## src/bwma_pkg.sv

```systemverilog
// ----------------------------------------------------------------------------
// bwma_pkg: shared types and constants
// Item, command, bucket row and result types, plus the kind and status codes
// used by the front end, the command queue and the back end.
// ----------------------------------------------------------------------------
package bwma_pkg;

  localparam int NUM_BUCKETS = 64;
  localparam int BKT_W       = 6;
  localparam int MAX_ENTRIES = 4096;
  localparam int CNT_W       = 13;
  localparam int QDEPTH      = 4;
  localparam int QPTR_W      = 2;
  localparam int QCNT_W      = 3;

  localparam logic [1:0] KIND_ACC = 2'd0;
  localparam logic [1:0] KIND_CLR = 2'd1;
  localparam logic [1:0] KIND_RPT = 2'd2;
  localparam logic [1:0] KIND_NOP = 2'd3;

  localparam logic [1:0] STAT_OK       = 2'd0;
  localparam logic [1:0] STAT_ZERO_W   = 2'd1;
  localparam logic [1:0] STAT_ZERO_DEN = 2'd2;
  localparam logic [1:0] STAT_DROPPED  = 2'd3;

  typedef struct packed {
    logic [1:0]         kind;
    logic [BKT_W-1:0]   bucket;
    logic [15:0]        energy;
    logic signed [15:0] pos_x;
    logic signed [15:0] pos_y;
    logic signed [15:0] pos_z;
  } in_item_t;

  typedef struct packed {
    logic [1:0]         status;
    logic [12:0]        entries;
    logic [27:0]        energy_sum;
    logic signed [23:0] mean_x;
    logic signed [23:0] mean_y;
    logic signed [23:0] mean_z;
    logic signed [31:0] cov_xx;
    logic signed [31:0] cov_yy;
    logic signed [31:0] cov_zz;
    logic signed [31:0] cov_xy;
    logic signed [31:0] cov_xz;
    logic signed [31:0] cov_yz;
  } out_item_t;

  // Queue entry: deposit with its products already formed.
  // Index 0/1/2 = x/y/z for w1 and w2; xy/xz/yz for wc.
  typedef struct packed {
    logic [1:0]            kind;
    logic [BKT_W-1:0]      bucket;
    logic [15:0]           energy;
    logic [15:0]           wt;
    logic [31:0]           wsq;
    logic [2:0][32:0]      w1;
    logic [2:0][47:0]      w2;
    logic [2:0][47:0]      wc;
  } cmd_t;

  // One bucket row of running sums.
  typedef struct packed {
    logic [CNT_W-1:0]  entry_count;
    logic [28:0]       energy_total;
    logic [28:0]       weight_total;
    logic [44:0]       weight_sq_total;
    logic [2:0][43:0]  sum_w;
    logic [2:0][58:0]  sum_wsq;
    logic [2:0][59:0]  sum_wcr;
    logic              dropped;
  } bkt_t;

endpackage

```

## src/bwma_fifo.sv

```systemverilog
// ----------------------------------------------------------------------------
// bwma_fifo: command queue
// Short queue of commands between the front end and the back end.
// ----------------------------------------------------------------------------
module bwma_fifo (
  input  logic                         clk,
  input  logic                         rst_n,
  input  logic                         push,
  input  bwma_pkg::cmd_t               push_data,
  input  logic                         pop,
  output logic                         pop_valid,
  output bwma_pkg::cmd_t               pop_data,
  output logic [bwma_pkg::QCNT_W-1:0]  count
);

  bwma_pkg::cmd_t                slot_r [bwma_pkg::QDEPTH];
  logic [bwma_pkg::QPTR_W-1:0]   wr_ptr_r, rd_ptr_r;
  logic [bwma_pkg::QCNT_W-1:0]   cnt_r;
  logic                          do_pop;

  assign pop_valid = (cnt_r != '0);
  assign pop_data  = slot_r[rd_ptr_r];
  assign count     = cnt_r;
  assign do_pop    = pop & pop_valid;

  always_ff @(posedge clk) begin
    if (!rst_n) begin
      wr_ptr_r <= '0;
      rd_ptr_r <= '0;
      cnt_r    <= '0;
    end else begin
      if (push) wr_ptr_r <= wr_ptr_r + 1'b1;
      if (do_pop) rd_ptr_r <= rd_ptr_r + 1'b1;
      if (push && !do_pop) cnt_r <= cnt_r + 1'b1;
      else if (!push && do_pop) cnt_r <= cnt_r - 1'b1;
    end
  end

  always_ff @(posedge clk) begin
    if (push) slot_r[wr_ptr_r] <= push_data;
  end

endmodule

```

## config.mk

```make
export PLATFORM = sky130hd
export DESIGN_NAME = bwma_fifo
export DESIGN_NICKNAME = d
export VERILOG_FILES = /design/src/bwma_pkg.sv /design/src/bwma_fifo.sv
export SDC_FILE = /design/constraint.sdc
export NUM_CORES = 1
export LEC_CHECK = 0
export BUFFER_PORTS_ARGS = -buffer_cell sky130_fd_sc_hd__buf_4
export CORE_MARGIN = 8
export CORE_UTILIZATION = 51
export DETAILED_ROUTE_END_ITERATION = 16
export PLACE_DENSITY_LB_ADDON = 0.08
export RECOVER_POWER = 100
export SYNTH_ARGS = -nofsm -noshare
export SYNTH_HDL_FRONTEND = slang
export SYNTH_SLANG_ARGS = --single-unit
```

## constraint.sdc

```tcl
create_clock -name clk -period 12.5 [get_ports clk]
set_input_delay 1.25 -clock clk [delete_from_list [all_inputs] [get_ports clk]]
set_output_delay 1.25 -clock clk [all_outputs]
set_load 0.03 [all_outputs]
```

==> summary.md <==
| Metric | Value |
|---|---|
| Status | `finished with violations` |
| Failing checks | `capacitance limit, slew limit` |
| Logic pwr share | `25.4%` |
| Total wire length after detailed routing | `160 mm` |
| Residual DRC count | `0` |
| Number of port buffers | `925` |
| Fin worst setup slack | `4.06 ns` |
| Seq/Total Area, Yosys | `82.9%` |
| Largest net degree at the start of global routing | `between 150 and 200` |
| Fin crit share | `approximately two thirds` |
| Max Transition Viols Final | `1,106` |
| DRT iter0 DRCs | `2,424` |
| Period minus WS final | `8.44 ns` |
| Worst Skew | `0.0172 ns` |
| Root buf cell | `clkbuf_16` |
| Critical-path maximum fanout | `around 140` |
| Arrival @ worst endpoint | `8.82 ns` |
| Vias per inst | `5.65` |
| Number of global-route vias before repair | `~32,000` |
| Worst Hold Path Cells | `2` |
| Register bit count reported by yosys | `~1,800` |
| Setup violators final | `0` |
| DP HPWL | `104 mm` |
| Worst R2R Path Depth | `4` |
| Post-CTS Setup Repair Bufs | `0` |
| Setup Crit Path Kind | `in -> reg` |
| CP Data Required Time | `about 13 ns` |
| Fraction of layout cells with a size suffix above 1 | `20.3%` |
| Post-Syn Area | `~67,000 um2` |
| Gate Count Post-Synth | `2,439` |
| H-Tree Depth | `4` |
| Startpoint types | `input port` |
| GP Congestion | `0.793` |
| Final antenna-violating net count | `0` |
| Maximum Capacitance Violations | `16` |
| Via count | `between 30,000 and 40,000` |
| Total gr overflow | `0` |
| VDD IR max | `177 uV` |
| Initial antenna violation count | `98` |
| Placed cells | `~5,000` |
| Internal power | `roughly 0.012 W` |
| # rows | `132` |
| Synth area leader | `edfxtp_1` |
| Clock-pin slew on the worst setup and hold paths | `0.06 ns` |
| Part of the power in registers | `43.1%` |
| Syn_nets | `2,908` |
| Power per Cell Area | `about 220 nW/um2` |
| Hold buffer count at CTS | `0` |
| CTS sink cnt | `1,845` |
| Die area | `143,000 um2` |
| Clock group share of total power | `31.5%` |
| Sw power | `0.00516 W` |
| Routed wire per std cell | `a little under 30 um` |
| Hold Fails Final Rpt | `0` |
| Syn Area/Cell | `27.4 um2` |
| Hold WC Path Type | `reg -> reg` |
| Total core area | `between 100,000 and 150,000 um2` |
| Most frequent cells in the layout | `edfxtp_1 (1,836), clkbuf_1 (956), mux4_2 (459)` |
| Syn. warnings | `0` |
| Synth unique cells | `20` |
| CTS resizes | `0` |
| Final #Nets | `a little under 4,000` |
| Final cell count without fillers | `5,413` |
| Pre-Repair DR Iteration Count | `5` |
| Setup TNS | `0 ns` |
| Critical path endpoint category | `flip-flop` |
| First-pass GRT wire length | `around 230 mm` |
| DIE WIDTH | `378 um` |
| Fmax | `0.118 GHz` |
| Starting Density | `approximately half` |
| Pleak | `23.6 nW` |
| Ports | `roughly 900` |
| Yosys top cell area share | `82.6%` |
| Syn-to-layout area delta | `16.7%` |
| CTS tree | `built` |
| GRT Total Usage | `22.0%` |
| DIE HEIGHT | `378 um` |
| Leading cell type in the layout, fill and taps excluded | `edfxtp_1` |
| R2R setup slack | `4.34 ns` |
| Worst Tran Pin Value | `4.90 ns` |
| Worst skew pair latency | `around 0.79 ns` |
| Sw Share | `30.7%` |
| Largest cells by area after synthesis | `edfxtp_1 (83%), mux4_2 (15%), buf_6 (0.79%)` |
| Max clock buf depth | `3` |
| Num CTS Buffers | `183` |
| Worst slew margin | `-227%` |
| RSZ-0062 raised after global routing | `false` |
| Post-Place Worst Slack | `roughly 7.4 ns` |
## path summary, 6_finish.rpt
kind / startpoint / to
setup reg to reg: wr_ptr_r[0] / slot_r[3][262]
hold reg to reg: wr_ptr_r[1] / wr_ptr_r[1]
setup / recovery: push / slot_r[3][262]
hold / removal: wr_ptr_r[1] / wr_ptr_r[1]
## stage by stage
stage | util, % | hold WS, ns | power [W] | instance area, um2
after floorplan | - | 0.528 | 0.0106 | 66700
after global placement | 58.2 | 0.541 | 0.0122 | 75400
after detailed placement | 58.2 | 0.573 | 0.0122 | 75400
after CTS | 62.7 | 0.580 | 0.0175 | 81200
after global routing | 60.0 | 0.634 | 0.0174 | 77800
final | 60.1 | 0.579 | 0.0168 | 77900
## synth_stat cells
master,n
a21boi_0,1
and2_1,9
buf_1,1
buf_2,47
buf_6,47
clkbuf_1,7
dfxtp_1,9
edfxtp_1,1836
fa_1,1
ha_1,5
inv_1,3
mux2i_1,2
mux4_2,459
nor2b_1,2
o21ai_0,1
o311ai_0,1
o31ai_1,1
or3_1,2
xnor2_1,3
xor2_1,2
## cell families after synthesis
family | after synthesis | share of synthesized area [%]
DFF | 1845 | 82.9
muxes | 461 | 15.5
AOI/OAI and AO/OA | 4 | 0.0431
and+or+nand+nor | 13 | 0.122
adders and majority gates | 6 | 0.124
xor gates and xnor gates | 5 | 0.0657
buffers and inverters | 105 | 1.21
## sequential cells by signal (all words and copies together), names as in the netlist, named ones only
register / flops
count: 3
rd_ptr_r: 2
slot_r: 1836
wr_ptr_r: 2
## metal layers
layer / GRT usage [%] / routed length (um) / vias up
met5: 0 / 301 / -
met4: 10.1 / 7010 / 48
met3: 9.64 / 17100 / 342
met2: 34.8 / 78300 / 1194
met1: 26.1 / 57800 / 16200
li1: - / - / 12800
## power groups by stage
| stage | Clock (W) | Combinational (W) | Sequential, W |
|---|---|---|---|
| CTS | 0.00542 | 0.00488 | 0.00724 |
| global placement | 0 | 0.00485 | 0.00735 |
| finish | 0.00530 | 0.00427 | 0.00725 |
| floorplan | 0 | 0.00317 | 0.00744 |
| detailed placement | 0 | 0.00486 | 0.00737 |
| global route | 0.00565 | 0.00451 | 0.00728 |
## critical path, cell delays in order
cell and delay (ns):
clkbuf_1 0.28, and2_0 3.56, clkbuf_1 2.87, buf_12 0.63
## final cells by class
cell class	count	area, um2
inverters	3	11.3
clock inverters	106	908
flip-flops and latches	1845	55300
diodes	53	133
multi-input cells	489	10600
well taps	1742	2180
repair buffers	950	3780
clock buffers	225	4930
fillers	9634	51800
Power figures use the tool's default switching activity.
